<file path="config.mk">
export PLATFORM = sky130hd
export DESIGN_NAME = lzme_cmd_fifo
export DESIGN_NICKNAME = d
export VERILOG_FILES = /design/src/hdl/lzme_pkg.sv /design/src/hdl/lzme_cmd_fifo.sv
export SDC_FILE = /design/constraint.sdc
export NUM_CORES = 1
export LEC_CHECK = 0
export ABC_AREA = 1
export BUFFER_PORTS_ARGS = -buffer_cell sky130_fd_sc_hd__buf_4
export CORE_ASPECT_RATIO = 0.9
export CORE_MARGIN = 2
export CORE_UTILIZATION = 40
export DETAILED_ROUTE_END_ITERATION = 8
export PLACE_DENSITY_LB_ADDON = 0.05
export SYNTH_ARGS = -nofsm -noshare
export SYNTH_HDL_FRONTEND = slang
export SYNTH_SLANG_ARGS = --single-unit
export TNS_END_PERCENT = 50
</file>
<file path="constraint.sdc">
create_clock -name clock -period 3.4 [get_ports clock]
set_input_delay 0.17 -clock clock [delete_from_list [all_inputs] [get_ports clock]]
set_output_delay 0.17 -clock clock [all_outputs]
set_load 0.02 [all_outputs]
</file>
<file path="src/hdl/lzme_pkg.sv">
// Shared types and constants of the LZ77 match expander.
package lzme_pkg;

   // Field widths of a request
   localparam int DATA_W = 8;
   localparam int DIST_W = 16;
   localparam int LEN_W  = 7;
   localparam int KIND_W = 2;

   // Request kinds as carried on the request tuser
   localparam logic [KIND_W-1:0] KIND_LOAD    = 2'd0;
   localparam logic [KIND_W-1:0] KIND_LITERAL = 2'd1;
   localparam logic [KIND_W-1:0] KIND_MATCH   = 2'd2;

   // Command queue between front and back
   localparam int QUEUE_DEPTH = 4;
   localparam int QPTR_W      = 2;

   // Commands the back end carries out
   typedef enum logic [1:0] {
      OP_STORE = 2'd0,   // store byte, no result
      OP_EMIT  = 2'd1,   // store byte and emit it
      OP_COPY  = 2'd2,   // copy from history
      OP_ERROR = 2'd3    // single error result
   } op_type;

   typedef struct packed {
      op_type              op;
      logic [DATA_W-1:0]   data;
      logic [DIST_W-1:0]   distance;
      logic [LEN_W-1:0]    len;
   } cmd_type;

endpackage

</file>
<file path="src/hdl/lzme_cmd_fifo.sv">
// Short command queue between front and back end.
module lzme_cmd_fifo (
   input  logic              clock,
   input  logic              reset,
   input  logic              push_valid,
   output logic              push_ready,
   input  lzme_pkg::cmd_type push_cmd,
   output logic              pop_valid,
   input  logic              pop_ready,
   output lzme_pkg::cmd_type pop_cmd
);

   localparam int QW = lzme_pkg::QPTR_W;

   lzme_pkg::cmd_type entry_ff [lzme_pkg::QUEUE_DEPTH];
   logic [QW-1:0]     wr_ptr_ff;
   logic [QW-1:0]     wr_ptr_in;
   logic [QW-1:0]     rd_ptr_ff;
   logic [QW-1:0]     rd_ptr_in;
   logic [QW:0]       fill_ff;
   logic [QW:0]       fill_in;
   logic              do_push;
   logic              do_pop;

   assign push_ready = (fill_ff != (QW + 1)'(lzme_pkg::QUEUE_DEPTH));
   assign pop_valid  = (fill_ff != '0);
   assign pop_cmd    = entry_ff[rd_ptr_ff];
   assign do_push    = push_valid && push_ready;
   assign do_pop     = pop_valid && pop_ready;

   // Advance pointers and fill level
   always_comb begin
      wr_ptr_in = do_push ? wr_ptr_ff + QW'(1) : wr_ptr_ff;
      rd_ptr_in = do_pop  ? rd_ptr_ff + QW'(1) : rd_ptr_ff;
      fill_in   = fill_ff;
      if (do_push && !do_pop) begin
         fill_in = fill_ff + (QW + 1)'(1);
      end else if (do_pop && !do_push) begin
         fill_in = fill_ff - (QW + 1)'(1);
      end
   end

   always_ff @(posedge clock) begin
      if (reset) begin
         wr_ptr_ff <= '0;
         rd_ptr_ff <= '0;
         fill_ff   <= '0;
      end else begin
         wr_ptr_ff <= wr_ptr_in;
         rd_ptr_ff <= rd_ptr_in;
         fill_ff   <= fill_in;
      end
   end

   // Store entries
   always_ff @(posedge clock) begin
      if (do_push) begin
         entry_ff[wr_ptr_ff] <= push_cmd;
      end
   end

endmodule

</file>
Yosys cells after proc, flatten, opt, wreduce, memory -nomap -nowiden
Memory sizes are Yosys's and may differ from the RTL's. A register that Yosys moved wholly into a read port is not among the register bits.
Index checks and enable logic that the tools add are counted.
W data, S select, Z words.
{"block": "totals", "reg_bits": 7, "latch_bits": 0, "ram_bits": 132, "romBits": 0, "input_bits": 37, "out_inout_bits": 35, "wordCells": 23, "memories": 1}
{"name": "entry_ff", "words": 4, "word_bits": 33, "read_ports": 1, "rd_clocked_by_memory_dff": 1, "wr": 1, "line_no": "lzme_cmd_fifo.sv:15", "rtl": "lzme_pkg::cmd_type entry_ff [lzme_pkg::QUEUE_DEPTH];"}
{"block": "op_classes", "n_addsub": 4, "n_mul": 0, "div": 0, "n_lt_le_gt_ge": 0, "eq_ne": 1, "shift": 0, "n_mux": 6, "bitwise": 0, "n_reduce_logical": 8}
{"operator": "$mux W3", "count": 2}
{"operator": "$add A2 B1 Y2 const B", "count": 2}
{"operator": "$logic_and A1 B1 Y1", "count": 4}
{"operator": "$mux W2", "count": 2}
{"operator": "$add A3 B1 Y3 const B", "count": 1}
{"operator": "$ne A3 B3 Y1 const B", "count": 1}
{"operator": "$reduce_bool A3 Y1", "count": 1}
{"operator": "$sub A3 B1 Y3 const B", "count": 1}
{"operator": "$logic_not A1 Y1", "count": 2}
{"operator": "$mux W1", "count": 2}
{"operator": "$reduce_bool A2 Y1", "count": 1}

Longest topological paths before layout
{"block": "depth", "word_depth": 6, "mapped_depth": 13, "ltp_nobuf": 13}

Worst setup path before layout
OpenSTA, ideal clock, no wires.
{"block": "synth_path", "path_type": "flip-flop to flip-flop", "start": "register fill_ff[0]", "end": "memory entry_ff[0][0] (netlist bit), enable pin", "setup_time_ns": 0.423, "arrival_time_ns": 2.187, "t_required_ns": 2.977, "path_slack_ns": 0.790, "stages_incl_launch_ff": 5, "n_path_buf": 0, "synth_period_minus_slack_ns": 2.610, "path_cell_list": "dfxtp_1 -> nor2_1 -> nand2_1 -> nand2_2 -> nor2_1"}
{"block": "synth_via", "elab_chain_cells": 4}
{"item": "start, declared", "line_no": "lzme_cmd_fifo.sv:20", "rtl": "logic [QW:0] fill_ff;"}
{"item": "start signal, assigned", "line_no": "lzme_cmd_fifo.sv:51", "rtl": "fill_ff <= fill_in;"}
{"item": "$ne A3 B3 Y1", "line_no": "lzme_cmd_fifo.sv:25", "rtl": "assign push_ready = (fill_ff != (QW + 1)'(lzme_pkg::QUEUE_DEPTH));"}
{"item": "via push_ready", "line_no": "lzme_cmd_fifo.sv:6", "rtl": "output logic push_ready,"}
{"item": "$logic_and A1 B1 Y1", "line_no": "lzme_cmd_fifo.sv:28", "rtl": "assign do_push = push_valid && push_ready;"}
{"item": "$mux W1", "line_no": "lzme_cmd_fifo.sv:57", "rtl": "if (do_push) begin"}
{"item": "$mux W1 (not written as such)", "line_no": "lzme_cmd_fifo.sv:58", "rtl": "entry_ff[wr_ptr_ff] <= push_cmd;"}
{"item": "end, declared", "line_no": "lzme_cmd_fifo.sv:15"}
The timed path passes the listed nets, and every way through them passes these cells.

==> results by group <==
Global routing
  • GR Util met1: between 20 and 25%
  • First-pass GRT wire length: 17.6 mm
  • Gr usage total: 16.5%
  • Gr ovfl total: 0
  • Initial antenna violation count: 0
  • Largest net degree at the start of global routing: 67
  • Met3 Resource Use GR: under 10%
  • Met2 usage: between 20 and 30%
  • Grt peak-use layer: met2
  • Vias in the first global route: 3,366

Timing
  • Max Fclk: 405 MHz
  • Final Cycle Share: about 73%
  • Final worst slack: between 0.9 and 1 ns
  • Final Skew: 0.00575 ns
  • Fin. max-slew vios: 0
  • Worst-Margin Slew: ~1.1 ns
  • Final TNS setup: 0 ns
  • RSZ-0062 raised after global routing: no
  • Fin crit period: approximately 2.5 ns
  • Setup violators final: 0
  • Relative slew slack: 25.7%
  • Final hold violation count: 0

Critical path
  • Setup CP Type: reg -> out
  • Data arrival, critical path: approximately 2.3 ns
  • FF-to-FF End: entry_ff[0][28]
  • Worst Setup Start Kind: flop
  • CP Max Fanout: 33
  • CP Data Required Time: 3.23 ns
  • R2R Setup Slk: between 1 and 1.5 ns
  • R2r worst-path depth: 5
  • Critical R2R Launch: fill_ff[1]
  • Critical Path Sink Type: primary output

Floorplan
  • Number of core rows: 40
  • Core Area: between 0.01 and 0.015 sq mm
  • I/O pins: 72
  • Starting Density: 40.7%
  • Die area: 0.0145 sq mm
  • Die width: between 100 and 150 um
  • Chip height: between 100 and 150 um

CTS
  • Longest Clk Path Bufs: 2
  • CTS Root Cell: clkbuf_16
  • CTS Sinks: 141
  • Post-CTS setup buffers: 0
  • Clock latency on the worst-skew pair: between 0.4 and 0.5 ns
  • CTS tree: built
  • Post-CTS sizing: 0
  • CTS clock-pin slew for the worst setup and hold paths: roughly 0.05 ns
  • Inserted Clock Buffers: 17
  • Hold-fix buffer count after cts: 34
  • H-tree Lvls: 4

Yosys
  • Synth Instances: approximately 390
  • Cell taking the most area after synthesis: edfxtp_1
  • Synth Area per Inst: between 10 and 15 sq um
  • Yosys top cell area share: about 73%
  • Synth top area cells: edfxtp_1 73%, nor2_1 5.6%, o21ai_0 4.5%, o22ai_1 3.8%, dfxtp_1 3.3%
  • Synth warnings: 0
  • Synth Cell Area: 0.00540 sq mm
  • Synth Net Count: 430
  • Register area share after synthesis: between 70% and 80%
  • Library cells used by synthesis: 21
  • Register bit count reported by yosys: approximately 140

Flow run
  • # Max-Cap Violations: 0

Pwr
  • Leak Pwr: about 2.5 nW
  • VDD IR max: 0.000365 V
  • PD cells: 758 mW/mm^2

Drt
  • Final WL: around 11 mm
  • Final ANT Viol Nets: 0
  • Via/cell ratio: just under 5
  • Via count: 3,321
  • DRC: 0
  • Initial DRC Count: about 250
  • Initial DRT Pass Iterations: 4
  • DR WL/cell: 16.6 um

Placed design
  • Placed insts: 612
  • RD Place Congestion: ~0.69
  • HPWL Detailed: about 6.4 mm
  • Post-Place Worst Slack: between 1 and 1.5 ns
  • PortBufs: between 70 and 80

Cells and area
  • Ratio of cells with drive above 1 in the final layout: about a fifth
  • # diodes: 0
  • Multi-input logic area: about 0.0011 sq mm
  • Final net count: 540
  • Non-Filler Instances: approximately 670
  • Fill count: ~1,200
  • Area growth from synthesis to layout: 27.5%
  • Commonest non-fill, non-tap cell in the layout: edfxtp_1
  • Commonest non-fill, non-tap cells in the layout: 132 x edfxtp_1, 77 x buf_4, 76 x nor2_1
  • Reg area: approximately 0.0041 sq mm

Worst hold path
  • Hold endpoint: wr_ptr_ff[1]
  • Hold Crit Class: in -> reg
  • Hold_sp: push_valid
  • WHS Path Cells: 4

Run status
  • Status: complete, no violations
-- cells in the mapped netlist --
master	number
nand3_1	4
o22ai_1	33
clkbuf_1	1
nor2_1	80
buf_6	9
clkbuf_2	2
o21ai_1	18
ha_1	5
o21ai_0	49
nand2_2	1
edfxtp_1	132
nand3b_1	1
buf_8	1
inv_1	14
nand2_1	14
buf_2	7
xor2_1	1
inv_2	2
a21oi_1	3
dfxtp_1	9
fa_1	1
-- layout make-up --
cell class	instances	area share [%]
tap	168	3.05
inverter	16	0.871
multi-input combinational	210	15.5
sequential	141	60.1
clock buffer	22	6.45
clock inverter	6	0.708
timing repair buffer	111	13.3
-- power by group --
group / switching [mW] / internal (mW) / total, mW / leakage (nW)
Clock: 0.611 / 0.974 / 1.58 / 0.237
Sequential: 0.0697 / 2.12 / 2.19 / 1.28
Combinational: 0.929 / 0.526 / 1.46 / 0.958
-- flip-flops by register name, summed over array words and instances, names as in the netlist, named ones only --
register,cells
entry_ff,132
fill_ff,3
rd_ptr_ff,2
wr_ptr_ff,2
-- worst max-delay path, stage by stage, from the launching register on --
cell	delay (ns)
dfxtp_1	0.87
inv_2	0.50
o21ai_0	0.19
o22ai_1	0.14
buf_4	0.18
-- per-layer routing --
metal / vias to the layer above / share of wire, %
met4: 0 / 0.42
met3: 4 / 5.3
met2: 90 / 49
li1: 1639 / -
met1: 1588 / 46
met5: - / 0
-- through the flow --
stage | area, sq um | hold WS, ns | power, mW | util (%)
2_1_floorplan | 5400 | 0.239 | 3.13 | -
3_3_place_gp | 6060 | 0.372 | 3.65 | 45.7
3_5_place_dp | 6060 | 0.373 | 3.66 | 45.7
4_1_cts | 6890 | 0.0443 | 5.29 | 52.0
5_1_grt | 6890 | 0.0553 | 5.50 | 52.0
6_report | 6890 | 0.0631 | 5.23 | 52.0
-- logic make-up (layout without fill, tap and decap cells) --
family	count (synthesis)	after routing	synth area share [%]
flops	141	141	76.7
simple gates	100	100	7.15
buf+inv	36	155	4.17
fa+ha+maj	6	6	1.53
compound gates	103	103	10.3
xor+xnor	1	1	0.162
-- how the worst max path moves through the flow --
stage                 endpoint  slack, ns       start
2_1_floorplan   entry_ff[0][0]       0.79  fill_ff[0]
3_3_place_gp   entry_ff[0][30]       1.24  fill_ff[0]
3_5_place_dp   entry_ff[0][30]       1.23  fill_ff[1]
4_1_cts            pop_cmd[24]       0.84        flop
5_1_grt            pop_cmd[22]       0.71        flop
6_report           pop_cmd[29]       0.93        flop
Note: power is estimated with default switching activity, not from simulation.
