File: src/hdl/lzme_pkg.sv
// Shared types and constants of the LZ77 match expander.
package lzme_pkg;

   // Field widths of a request
   localparam int DATA_W = 8;
   localparam int DIST_W = 16;
   localparam int LEN_W  = 7;
   localparam int KIND_W = 2;

   // Request kinds as carried on the request tuser
   localparam logic [KIND_W-1:0] KIND_LOAD    = 2'd0;
   localparam logic [KIND_W-1:0] KIND_LITERAL = 2'd1;
   localparam logic [KIND_W-1:0] KIND_MATCH   = 2'd2;

   // Command queue between front and back
   localparam int QUEUE_DEPTH = 4;
   localparam int QPTR_W      = 2;

   // Commands the back end carries out
   typedef enum logic [1:0] {
      OP_STORE = 2'd0,   // store byte, no result
      OP_EMIT  = 2'd1,   // store byte and emit it
      OP_COPY  = 2'd2,   // copy from history
      OP_ERROR = 2'd3    // single error result
   } op_type;

   typedef struct packed {
      op_type              op;
      logic [DATA_W-1:0]   data;
      logic [DIST_W-1:0]   distance;
      logic [LEN_W-1:0]    len;
   } cmd_type;

endpackage

File: src/hdl/lzme_front.sv
// Front end: classify requests, track the stored byte count, issue commands.
module lzme_front #(
   parameter int WINDOW_SIZE = 32768,
   parameter int MAX_MATCH   = 64
) (
   input  logic                          clock,
   input  logic                          reset,
   input  logic                          req_valid,
   output logic                          req_ready,
   input  logic [lzme_pkg::KIND_W-1:0]   req_kind,
   input  logic [lzme_pkg::DATA_W-1:0]   req_data,
   input  logic [lzme_pkg::DIST_W-1:0]   req_dist,
   input  logic [lzme_pkg::LEN_W-1:0]    req_len,
   output logic                          push_valid,
   input  logic                          push_ready,
   output lzme_pkg::cmd_type             push_cmd
);

   localparam int CW   = $clog2(WINDOW_SIZE + 1);
   localparam int CMPW = (CW > lzme_pkg::DIST_W) ? CW : lzme_pkg::DIST_W;
   localparam logic [CW:0] WIN_SUM = (CW + 1)'(WINDOW_SIZE);

   logic [CW-1:0]             count_ff;
   logic [CW-1:0]             count_in;
   logic                      accept;
   logic                      dist_bad;
   logic [lzme_pkg::LEN_W-1:0] len_clamp;
   logic [CW:0]               add_amount;
   logic [CW:0]               count_sum;
   logic                      keep;
   lzme_pkg::op_type          op;

   assign req_ready = push_ready;
   assign accept    = req_valid && push_ready;

   // Check distance against bytes stored so far, clamp length
   assign dist_bad  = (req_dist == '0) || (CMPW'(req_dist) > CMPW'(count_ff));
   assign len_clamp = (req_len > lzme_pkg::LEN_W'(MAX_MATCH)) ?
                      lzme_pkg::LEN_W'(MAX_MATCH) : req_len;

   // Classify the request
   always_comb begin
      op         = lzme_pkg::OP_STORE;
      keep       = 1'b0;
      add_amount = '0;
      case (req_kind)
         lzme_pkg::KIND_LOAD: begin
            op         = lzme_pkg::OP_STORE;
            keep       = 1'b1;
            add_amount = (CW + 1)'(1);
         end
         lzme_pkg::KIND_LITERAL: begin
            op         = lzme_pkg::OP_EMIT;
            keep       = 1'b1;
            add_amount = (CW + 1)'(1);
         end
         lzme_pkg::KIND_MATCH: begin
            if (dist_bad) begin
               op   = lzme_pkg::OP_ERROR;
               keep = 1'b1;
            end else begin
               op         = lzme_pkg::OP_COPY;
               keep       = (len_clamp != '0);
               add_amount = (CW + 1)'(len_clamp);
            end
         end
         default: begin
            keep = 1'b0;
         end
      endcase
   end

   assign push_valid        = req_valid && keep;
   assign push_cmd.op       = op;
   assign push_cmd.data     = req_data;
   assign push_cmd.distance = req_dist;
   assign push_cmd.len      = len_clamp;

   // Advance the stored count, saturating at the window size
   assign count_sum = {1'b0, count_ff} + add_amount;
   always_comb begin
      count_in = count_ff;
      if (accept) begin
         count_in = (count_sum > WIN_SUM) ? CW'(WINDOW_SIZE) : count_sum[CW-1:0];
      end
   end

   always_ff @(posedge clock) begin
      if (reset) begin
         count_ff <= '0;
      end else begin
         count_ff <= count_in;
      end
   end

endmodule

File: config.mk
export PLATFORM = sky130hd
export DESIGN_NAME = lzme_front
export DESIGN_NICKNAME = d
export VERILOG_FILES = /design/src/hdl/lzme_pkg.sv /design/src/hdl/lzme_front.sv
export SDC_FILE = /design/constraint.sdc
export NUM_CORES = 1
export LEC_CHECK = 0
export ABC_CLOCK_PERIOD_IN_PS = 5220
export BUFFER_PORTS_ARGS = -buffer_cell sky130_fd_sc_hd__buf_2
export CORE_MARGIN = 2
export CORE_UTILIZATION = 49
export CTS_BUF_LIST = sky130_fd_sc_hd__clkbuf_2
export CTS_CLUSTER_SIZE = 25
export DETAILED_ROUTE_END_ITERATION = 16
export PLACE_DENSITY = 0.83
export SYNTH_ARGS = -nofsm -noshare
export SYNTH_HDL_FRONTEND = slang
export SYNTH_SLANG_ARGS = --single-unit
File: constraint.sdc
create_clock -name clock -period 5.22 [get_ports clock]
set_clock_uncertainty 0.15 [all_clocks]
set_input_delay 0.522 -clock clock [delete_from_list [all_inputs] [get_ports clock]]
set_output_delay 0.522 -clock clock [all_outputs]
set_load 0.01 [all_outputs]
# After elaboration in Yosys (flattened, before gate mapping)
# Index checks and enable logic that the tools add are counted.
# word_totals
reg_bits	16
latch_bits	0
ram_bits	0
mem_bits_ro	0
in_bits	37
wordCells	22
memories	0
# classes
add_sub_neg	1
multipliers	0
div_mod_pow	0
magnitude_cmp	3
eq_ne	2
shifts	0
mux	8
bitwise_logic	0
reduce_logical	7
# ops
cell	count
adder 16 x 17 -> 17 bit	1
> comparator 17 x 16 -> 1 bit (second input constant)	1
> comparator 16 bit	1
zero test 16 bit	1
two-way mux 16 bit	1
two-way mux 7 bit	2
case mux 7 bit (2 select lines)	1
> comparator 7 bit (second input constant)	1
nonzero test 7 bit	1
case mux 2 bit (2 select lines)	1
== test 2 x 1 -> 1 bit (second input constant)	1
== test 2 bit (second input constant)	1
logical AND 1 bit	2
zero test 2 bit	1
two-way mux 1 bit	2
case mux 1 bit (2 select lines)	1
OR reduction 2 bit	1
logical OR 1 bit	1

# Depth between registers and ports, before layout
# Gate-level depths: netlist (run 1).
# logic_depth
ltp_word	7
mapped_depth	19
mapped_depth_nobuf	19

# Worst setup path after synthesis (run 1)
# Ideal clock, no wire load.
# synth_path
path_type	input -> register
startpoint	input req_dist[11] (netlist bit)
endpoint	register count_ff[15]
setup_ps	65
t_arrival_ps	3896
required_ps	5005
slack_ps	1109
stages	18
n_path_buf	0
cell_sequence	ha_1 a211o_1 a31oi_1 o21ai_1 o211ai_1 a31oi_1 or4_1 a21oi_1 ha_1 inv_1 fa_1 nand2b_1 a21oi_1 a21o_1 nand2b_4 mux2i_4 mux2_2 nor2_1
# synth_between
elab_chain_len	7
elab_cells_between_ends	8
# synth_lines
item	line	rtl
from (decl)	lzme_front.sv:12	input logic [lzme_pkg::DIST_W-1:0] req_dist,
> comparator 16 bit / zero test 16 bit (equally long branches)	lzme_front.sv:37	assign dist_bad = (req_dist == '0) || (CMPW'(req_dist) > CMPW'(count_ff));
logical OR 1 bit *	lzme_front.sv:37	
two-way mux 7 bit *	lzme_front.sv:58	if (dist_bad) begin
case mux 7 bit (2 select lines) *	lzme_front.sv:46	case (req_kind)
adder 16 x 17 -> 17 bit *	lzme_front.sv:80	assign count_sum = {1'b0, count_ff} + add_amount;
> comparator 17 x 16 -> 1 bit	lzme_front.sv:84	count_in = (count_sum > WIN_SUM) ? CW'(WINDOW_SIZE) : count_sum[CW-1:0];
two-way mux 16 bit *	lzme_front.sv:84	
to (signal assigned)	lzme_front.sv:92	count_ff <= count_in;
to (decl)	lzme_front.sv:23	logic [CW-1:0] count_ff;
# Every way passes the cells marked *; elsewhere a longest branch is shown, timed or not.
# A chain may end at the register's enable or synchronous reset.

# Final worst setup path (run 1)
# layout_path
startpoint	register count_ff[11]
endpoint	register count_ff[15]
# layout_between
elab_chain_len	7
# layout_lines
item	line
> comparator 16 bit	lzme_front.sv:37
logical OR 1 bit	lzme_front.sv:37
two-way mux 7 bit	lzme_front.sv:58
case mux 7 bit (2 select lines)	lzme_front.sv:46
adder 16 x 17 -> 17 bit *	lzme_front.sv:80
> comparator 17 x 16 -> 1 bit	lzme_front.sv:84
two-way mux 16 bit *	lzme_front.sv:84
# Marked as above.

==> impl_metrics.yaml, run 1 <==
setup_path:
  cp-end-kind: "flip-flop"
  crit_family: "compound AO/OA/AOI/OAI gates"
  worstSetupPathType: "reg -> reg"
  critPathMaxStageDelay_ns: 0.43
  cp_num_buf_inv: 2
  startpoint_type: "flip-flop"
  worst_path_max_delay_cell: "or4_1"
  arrival_ns: 4.68
  cp_max_fo: 10
  worst-endpoint-required_ns: 5.32
  path_cells: "inv_1 > ha_1 > a211o_1 > a31oi_1 > o21ai_1 > o211ai_1 > a31oi_1 > or4_1 > a21oi_1 > ha_1 > inv_1 > fa_1 > nand2b_1 > a21oi_1 > a21o_1 > nand2b_4 > mux2i_4 > mux2_2 > nor2_1"
global_routing:
  grt_overflow_total: 0
  grtUsageTotal_pct: 19.2
  grtUsageMet1_pct: 25.5
  grt_max_degree: 17
  grt_pass1_wl_um: 6780
  antenna_found_initial: 0
  grt_pass1_vias: 1518
  grt-busiest-layer: "met2"
  grt_use_met2_pct: 34.0
  grt_use_met3_pct: 0.833
placed_design:
  portBuffers: 55
  place_ws_ns: 0.525
  globalplace.congestion: 0.828
  hpwlAfterDp_um: 3610
  dp_cells: 325
logic_synthesis:
  synth_nets: 322
  ys_warn_count: 0
  synth.area.mux_share_pct: 1.72
  synth-compound-area-share_pct: 16.6
  synth_cell_types: 48
  ys_seq_area_share_pct: 16.3
  syn_area_um2: 1960
  synthSimpleGateAreaFrac_pct: 27.1
  synth_top_family_by_area: "simple AND/OR/NAND/NOR gates"
  synthTopCellsByArea: "ha_1 18%, dfxtp_1 16%, buf_4 9.6%"
  syn_area_per_cell_um2: 7.65
  synth-async-reset-ratio_pct: 0
  synthXorXnorAreaFrac_pct: 3.58
  synth_top_cell_area_share_pct: 17.9
  synthAdderAreaFrac_pct: 18.9
  syn-instance-count: 256
  synth_edf_count: 0
  ys_ff_latch: 16
  yosys.area.top_type: "ha_1"
  synth_flop_cell: "dfxtp_1"
timing:
  maxClockFrequency_ghz: 0.218
  timing.final.crit_share_pct: 87.9
  max_slew_margin_pct: 66.2
  grt_setup_unrepaired: "no"
  setup-tns-final_ns: 0
  setup_ws_ns: 0.634
  min_period_ns: 4.59
  hold_viol: 0
  setup_viol: 0
  drv_slew: 0
  tightest_slew_ns: 0.507
route:
  ant_nets: 0
  drcViolationCount: 0
  num_vias: 1826
  wire_per_inst_um: 13.0
  drtPass1Iterations: 4
  viasPerCell: 5.55
  drt_iter0_drc: 70
  wl_um: 4270
floorplan:
  die_area_um2: 4520
  die_width_um: 67.2
  die_h_um: 67.2
  io-pin-count: 72
  fp-row-count: 22
  coreArea_um2: 3740
  initial_core_util_pct: 52.3
power:
  leakagePower_nw: 0.879
  vdd_drop_max_v: 0.0000465
  powerDensity_nw_per_um2: 122
clock_tree:
  clockRootBuffer: "clkbuf_2"
  htree_levels: 1
  clockBufferDepth: 2
  holdBufCountCts: 0
  cts_tree: "yes"
  clk_pin_slew_ns: 0.16
  ctsResizeCount: 0
  post-cts-setup-buffers: 0
  clk_latency_ns: 0.30
  cts_buffers: 3
  cts.sinks: 16
finish:
  drive_above_1_share_pct: 24.9
  regMostFlops: "count_ff"
  multi_input_area_um2: 1330
  final_core_util_pct: 55.6
  top_regs: "count_ff: 16 flops"
  stdcell_count: 329
  n_antenna_cell: 0
  areaGrowthSynthToFinish_pct: 6.32
  fillers: 362
  largest_reg_flops: 16
  layout.nets: 348
  regArea_um2: 320
hold_path:
  holdCritPathClass: "reg -> reg"
run_status:
  status: "finished, final reports clean"
run:
  maxCapViolCount: 0
[worst paths after layout]
path,from,endpoint,slack (ns),cells after the start
min,count_ff[11]$_SDFFE_PP0P_,count_ff[11]$_SDFFE_PP0P_,0.33,2
max reg2reg,count_ff[11]$_SDFFE_PP0P_,count_ff[15]$_SDFFE_PP0P_,0.63,19
min reg2reg,count_ff[11]$_SDFFE_PP0P_,count_ff[11]$_SDFFE_PP0P_,0.33,2
max,count_ff[11]$_SDFFE_PP0P_,count_ff[15]$_SDFFE_PP0P_,0.63,19
[synth_stat cells, types with 2 or more instances]
cell,instances
ha_1,28
a21oi_1,21
nor3_1,8
nand4_1,9
nor2b_1,7
o221ai_1,2
o211ai_1,2
buf_4,25
inv_2,2
dfxtp_1,16
nand3_1,9
inv_1,19
and2_1,7
nor2_1,15
o21a_1,2
xnor2_1,7
nand2_1,20
o21ai_0,8
a31oi_1,3
nor4_1,7
clkbuf_1,6
o21ai_1,2
a21o_1,3
nand2b_1,4
[placed cells by master (no fill, tap or decap), types with 2 or more instances in the layout]
cell      synthesis  layout
o221ai_1          2       2
a21oi_1          21      21
nor4_1            7       7
a21o_1            3       3
nor2b_1           7       7
o211ai_1          2       2
a31oi_1           3       3
o21ai_1           2       2
clkbuf_2          1       3
and2_1            7       7
inv_1            19      19
ha_1             28      28
nor3_1            8       8
inv_2             2       2
xnor2_1           7       7
dfxtp_1          16      16
nand2_1          20      20
nand3_1           9       9
buf_2             0      55
nand4_1           9       9
nand2b_1          4       4
o21a_1            2       2
o21ai_0           8       8
nor2_1           15      15
[power by group]
part | switching, mW | internal, mW | total, mW
clock | 0.0412 | 0.0166 | 0.0578
sequential | 0.000800 | 0.123 | 0.124
combinational | 0.0410 | 0.0307 | 0.0717
[worst min-delay path, delay by kind of cell (launching register included)]
kind,cells,cell delay [ns]
AOI/OAI and AO/OA,1,0.05
DFF,1,0.35
and+or+nand+nor,1,0.06
[cell families after synthesis]
| kind of cell | Yosys count |
|---|---|
| buffers and inverters | 55 |
| xor gates and xnor gates | 8 |
| and+or+nand+nor | 95 |
| AOI/OAI and AO/OA | 51 |
| muxes | 2 |
| DFF | 16 |
| adders and majority gates | 29 |
[metal layers]
metal	wire length, µm	up-vias
met5	0	-
met4	46	0
met3	249	7
met2	2050	59
met1	1920	828
li1	-	932
[layout make-up]
class | instances | share of cell area [%]
multi-input combinational | 185 | 63.8
inverter | 21 | 3.78
clock buffer | 3 | 0.721
tap | 48 | 2.88
clock inverter | 1 | 0.180
timing repair buffer | 55 | 13.2
sequential | 16 | 15.4
[through the flow]
| stage | total power, mW | hold slack, ns | area, µm² |
|---|---|---|---|
| CTS | 0.255 | 0.336 | 2080 |
| global placement | 0.196 | 0.308 | 2060 |
| global route | 0.269 | 0.352 | 2080 |
| finish | 0.253 | 0.333 | 2080 |
| floorplan | 0.182 | 0.295 | 1960 |
| detailed placement | 0.199 | 0.315 | 2060 |
No activity file was read; power rests on OpenSTA's default activity.
==> run 2: changes to the inputs <==
--- a/config.mk
+++ b/config.mk
@@ -9,7 +9,6 @@
 export BUFFER_PORTS_ARGS = -buffer_cell sky130_fd_sc_hd__buf_2
 export CORE_MARGIN = 2
 export CORE_UTILIZATION = 49
-export CTS_BUF_LIST = sky130_fd_sc_hd__clkbuf_2
 export CTS_CLUSTER_SIZE = 25
 export DETAILED_ROUTE_END_ITERATION = 16
 export PLACE_DENSITY = 0.83
==> run 2 against run 1 <==
  * Worst hold slack got worse by 0.011 ns
  * Sequential cell count did not move
  * Setup slack better by 0.024 ns
  * First-iteration DRC count grew 31%
  * Non-clock buffer count unchanged
  * Utilization is 0.97 points higher
  * Critical path depth is the same
  * Routed wire length up 1.5%
==> impl_metrics.yaml, run 2 (synthesis gave the netlist of run 1 again) <==
timing:
  max_slew_margin_pct: 66.1
  setup-tns-final_ns: 0
  timing.final.crit_share_pct: 87.4
  grt_setup_unrepaired: "no"
  whs_ns: 0.321
  hold_viol: 0
  maxClockFrequency_ghz: 0.219
  drv_slew: 0
  tightest_slew_ns: 0.509
  setup_ws_ns: 0.658
  setup_viol: 0
  min_period_ns: 4.56
power:
  leakagePower_nw: 0.894
  vdd_drop_max_v: 0.0000854
  power_uw: 307
  powerDensity_nw_per_um2: 145
clock_tree:
  cts.sinks: 16
  clk_pin_slew_ns: 0.07
  ctsResizeCount: 0
  clk_latency_ns: 0.25
  clockBufferDepth: 2
  htree_levels: 1
  cts_buffers: 3
  holdBufCountCts: 0
  clockRootBuffer: "clkbuf_8"
  cts_tree: "yes"
  post-cts-setup-buffers: 0
global_routing:
  grt_pass1_vias: 1523
  grtUsageTotal_pct: 19.4
  grt_overflow_total: 0
  grt_max_degree: 17
  antenna_found_initial: 0
  grt_pass1_wl_um: 6830
floorplan:
  io-pin-count: 72
  die_area_um2: 4520
  initial_core_util_pct: 52.3
  die_width_um: 67.2
  fp-row-count: 22
  die_h_um: 67.2
  coreArea_um2: 3740
setup_path:
  ff2ff_setup_slack_ns: 0.66
  worst-endpoint-required_ns: 5.26
  cp_max_fo: 10
  startpoint_type: "flip-flop"
  critPathLaunch: "count_ff[11]$_SDFFE_PP0P_"
  path_cells: "inv_1 > ha_1 > a211o_1 > a31oi_1 > o21ai_1 > o211ai_1 > a31oi_1 > or4_1 > a21oi_1 > ha_1 > inv_1 > fa_1 > nand2b_1 > a21oi_1 > a21o_1 > nand2b_4 > mux2i_4 > mux2_2 > nor2_1"
  critPathMaxStageDelay_ns: 0.43
  cp-end-kind: "flip-flop"
  r2r-start: "count_ff[11]$_SDFFE_PP0P_"
  r2r-end: "count_ff[15]$_SDFFE_PP0P_"
  endpoint: "count_ff[15]$_SDFFE_PP0P_"
  cp_num_buf_inv: 2
  ff2ff_path_depth: 19
  crit_family: "compound AO/OA/AOI/OAI gates"
  worstSetupPathType: "reg -> reg"
  arrival_ns: 4.60
  cp.depth: 19
  worst_path_max_delay_cell: "or4_1"
finish:
  layout_commonest_cell: "buf_2"
  final_cell_mix: "55 x buf_2, 28 x ha_1, 21 x a21oi_1, 20 x nand2_1, 19 x inv_1"
  largest_reg_flops: 16
  layout.nets: 348
  areaGrowthSynthToFinish_pct: 8.17
  n_antenna_cell: 0
  regMostFlops: "count_ff"
  drive_above_1_share_pct: 25.3
  final_core_util_pct: 56.6
  top_regs: "count_ff: 16 flops"
route:
  drtPass1Iterations: 4
  ant_nets: 0
  drcViolationCount: 0
  wl_um: 4330
  drt_iter0_drc: 92
  wire_per_inst_um: 13.2
  viasPerCell: 5.60
  num_vias: 1844
placed_design:
  place_ws_ns: 0.525
  portBuffers: 55
  hpwlAfterDp_um: 3610
  globalplace.congestion: 0.828
run_status:
  status: "finished, final reports clean"
hold_path:
  holdCritPathClass: "reg -> reg"
run:
  maxCapViolCount: 0
[run 2: cell count changes in the layout (fill, tap and decap cells not counted)]
cell	change
clkbuf_8	+4
clkinv_1	-1
clkbuf_2	-3
[run 2: metrics by stage]
stage / std cells / instance area, µm²
6_report: 329 / 2120
5_1_grt: 329 / 2120
4_1_cts: 329 / 2120
3_5_place_dp: 325 / 2060
3_3_place_gp: 325 / 2060
2_1_floorplan: 256 / 1960
[run 2: where the power goes]
part	total, mW	internal [mW]	switching (mW)
registers	0.124	0.123	0.000786
logic	0.0718	0.0307	0.0411
clock network	0.112	0.0670	0.0447
total	0.307	0.221	0.0866
[run 2: worst min-delay path by stage]
stage	startpoint	depth (start not counted)	endpoint	slack (ns)
final	count_ff[11]$_SDFFE_PP0P_	2	count_ff[11]$_SDFFE_PP0P_	0.32
after global routing	count_ff[11]$_SDFFE_PP0P_	2	count_ff[11]$_SDFFE_PP0P_	0.34
after CTS	count_ff[11]$_SDFFE_PP0P_	2	count_ff[11]$_SDFFE_PP0P_	0.32
after detailed placement	count_ff[11]$_SDFFE_PP0P_	2	count_ff[11]$_SDFFE_PP0P_	0.32
after global placement	count_ff[11]$_SDFFE_PP0P_	2	count_ff[11]$_SDFFE_PP0P_	0.31
after floorplan	count_ff[11]$_SDFFE_PP0P_	2	count_ff[11]$_SDFFE_PP0P_	0.30
[run 2: area by class of cell]
class / instances / area [µm²]
Inverter: 21 / 78.8
Sequential cell: 16 / 320
Multi-Input combinational cell: 185 / 1330
Fill cell: 354 / 1620
Clock buffer: 4 / 55.1
Tap cell: 48 / 60.1
Timing Repair Buffer: 55 / 275
[run 2: metal layers]
layer	track usage [%]	vias to the layer above	routed length, µm
met5	0	-	0
met4	4.59	0	35
met3	1.33	6	289
met2	34.7	74	2070
met1	25.3	835	1940
li1	-	929	-
[run 2: worst min-delay path, stage by stage, from the launching register on]
cell	delay, ns
dfxtp_1	0.32
nand2_1	0.06
a21oi_1	0.05
==> run 3: changes to the inputs <==
--- a/config.mk
+++ b/config.mk
@@ -6,12 +6,13 @@
 export NUM_CORES = 1
 export LEC_CHECK = 0
 export ABC_CLOCK_PERIOD_IN_PS = 5220
-export BUFFER_PORTS_ARGS = -buffer_cell sky130_fd_sc_hd__buf_2
 export CORE_MARGIN = 2
-export CORE_UTILIZATION = 49
+export CORE_UTILIZATION = 45
 export CTS_CLUSTER_SIZE = 25
 export DETAILED_ROUTE_END_ITERATION = 16
-export PLACE_DENSITY = 0.83
+export DONT_BUFFER_PORTS = 1
+export PLACE_DENSITY = 0.64
+export REMOVE_ABC_BUFFERS = 1
 export SYNTH_ARGS = -nofsm -noshare
 export SYNTH_HDL_FRONTEND = slang
 export SYNTH_SLANG_ARGS = --single-unit
==> run 3 against run 2 <==
  * Largest cell class unchanged
  * Critical path type unchanged
  * Utilization shrank 11 points
  * Critical endpoint is now count_ff[10]$_SDFFE_PP0P_
  * Count of clock-buffer cells in the layout is the same
  * Highest routed layer unchanged
  * Sequential cell count is the same
==> impl_metrics.yaml, run 3 (synthesis gave the netlist of run 1 again) <==
finish:
  layout.nets: 293
  largest_reg_flops: 16
  n_antenna_cell: 0
  regMostFlops: "count_ff"
  drive_above_1_share_pct: 7.08
  top_regs: "count_ff: 16 flops"
  areaGrowthSynthToFinish_pct: -5.75
  final_cell_mix: "28 x ha_1, 21 x a21oi_1, 20 x nand2_1, 19 x inv_1, 16 x dfxtp_1"
  layout_commonest_cell: "ha_1"
timing:
  grt_setup_unrepaired: "no"
  drv_slew: 0
  setup_ws_ns: 0.677
  min_period_ns: 4.54
  hold_viol: 0
  timing.final.crit_share_pct: 87.0
  maxClockFrequency_ghz: 0.220
  setup_viol: 0
  setup-tns-final_ns: 0
  max_slew_margin_pct: 63.1
  tightest_slew_ns: 0.554
clock_tree:
  holdBufCountCts: 0
  clk_pin_slew_ns: 0.07
  clockBufferDepth: 2
  cts_buffers: 3
  cts.sinks: 16
  htree_levels: 1
  post-cts-setup-buffers: 0
  clockRootBuffer: "clkbuf_8"
  clk_latency_ns: 0.25
  cts_tree: "yes"
  ctsResizeCount: 0
hold_path:
  holdCritPathClass: "in -> reg"
route:
  viasPerCell: 5.92
  drt_iter0_drc: 54
  drcViolationCount: 0
  ant_nets: 0
  wl_um: 4160
  drtPass1Iterations: 4
  wire_per_inst_um: 15.1
  num_vias: 1633
setup_path:
  startpoint_type: "flip-flop"
  worstSetupPathType: "reg -> reg"
  worst-endpoint-required_ns: 5.20
  cp_max_fo: 10
  arrival_ns: 4.53
  cp-end-kind: "flip-flop"
placed_design:
  globalplace.congestion: 0.856
  place_ws_ns: 0.660
  portBuffers: 0
  hpwlAfterDp_um: 3410
global_routing:
  grt_pass1_vias: 1488
  grt_max_degree: 17
  grt_pass1_wl_um: 6630
  grt_overflow_total: 0
  grtUsageTotal_pct: 16.6
  antenna_found_initial: 0
run_status:
  status: "finished, final reports clean"
power:
  powerDensity_nw_per_um2: 149
  vdd_drop_max_v: 0.0000817
  leakagePower_nw: 0.670
floorplan:
  coreArea_um2: 4090
  initial_core_util_pct: 47.9
  io-pin-count: 72
  die_width_um: 70.0
  fp-row-count: 23
  die_h_um: 70.0
  die_area_um2: 4900
run:
  maxCapViolCount: 0
[run 3: critical path, cell delays in order, from the launching register on]
cell	delay [ns]
dfxtp_1	0.35
inv_1	0.10
ha_1	0.32
a211o_1	0.30
a31oi_1	0.15
o21ai_1	0.09
o211ai_1	0.13
a31oi_1	0.19
or4_1	0.42
a21oi_1	0.16
ha_1	0.21
inv_1	0.06
fa_1	0.37
nand2b_1	0.19
a21oi_1	0.32
a21o_1	0.25
nand2b_4	0.16
mux2i_4	0.11
nor2_2	0.28
nor3_1	0.09
[run 3: through the flow]
stage	total power, mW	area, µm²	utilization [%]	std cells	hold WS (ns)
final	0.275	1850	45.2	276	0.185
after global routing	0.287	1850	45.2	276	0.170
after global placement	0.165	1790	43.8	272	0.304
after floorplan	0.158	1730	-	222	0.289
after detailed placement	0.166	1790	43.8	272	0.308
after CTS	0.275	1850	45.2	276	0.178
[run 3: worst paths after layout]
| kind | from | endpoint | slack (ns) | cells past startpoint |
|---|---|---|---|---|
| worst min-delay path | reset | count_ff[2]$_SDFFE_PP0P_ | 0.18 | 1 |
| worst min register to register | count_ff[11]$_SDFFE_PP0P_ | count_ff[11]$_SDFFE_PP0P_ | 0.32 | 2 |
| worst max register to register | count_ff[11]$_SDFFE_PP0P_ | count_ff[10]$_SDFFE_PP0P_ | 0.68 | 19 |
| worst max-delay path | count_ff[11]$_SDFFE_PP0P_ | count_ff[10]$_SDFFE_PP0P_ | 0.68 | 19 |
[run 3: final cells by class]
type | count | area [µm²]
multi-input combinational | 185 | 1330
tap | 50 | 62.6
inverter | 21 | 78.8
clock buffer | 4 | 55.1
sequential | 16 | 320
fill | 423 | 2240
[run 3: routing by layer]
layer	GRT usage (%)	share of wire [%]
met3	3.03	6.0
met2	26.7	45
met1	22.3	48
met5	0	0
met4	5.34	1.7
[run 3: report_power, final]
group          switching (mW)  internal, mW
Clock                  0.0450        0.0670
Sequential           0.000765         0.123
Combinational          0.0231        0.0163
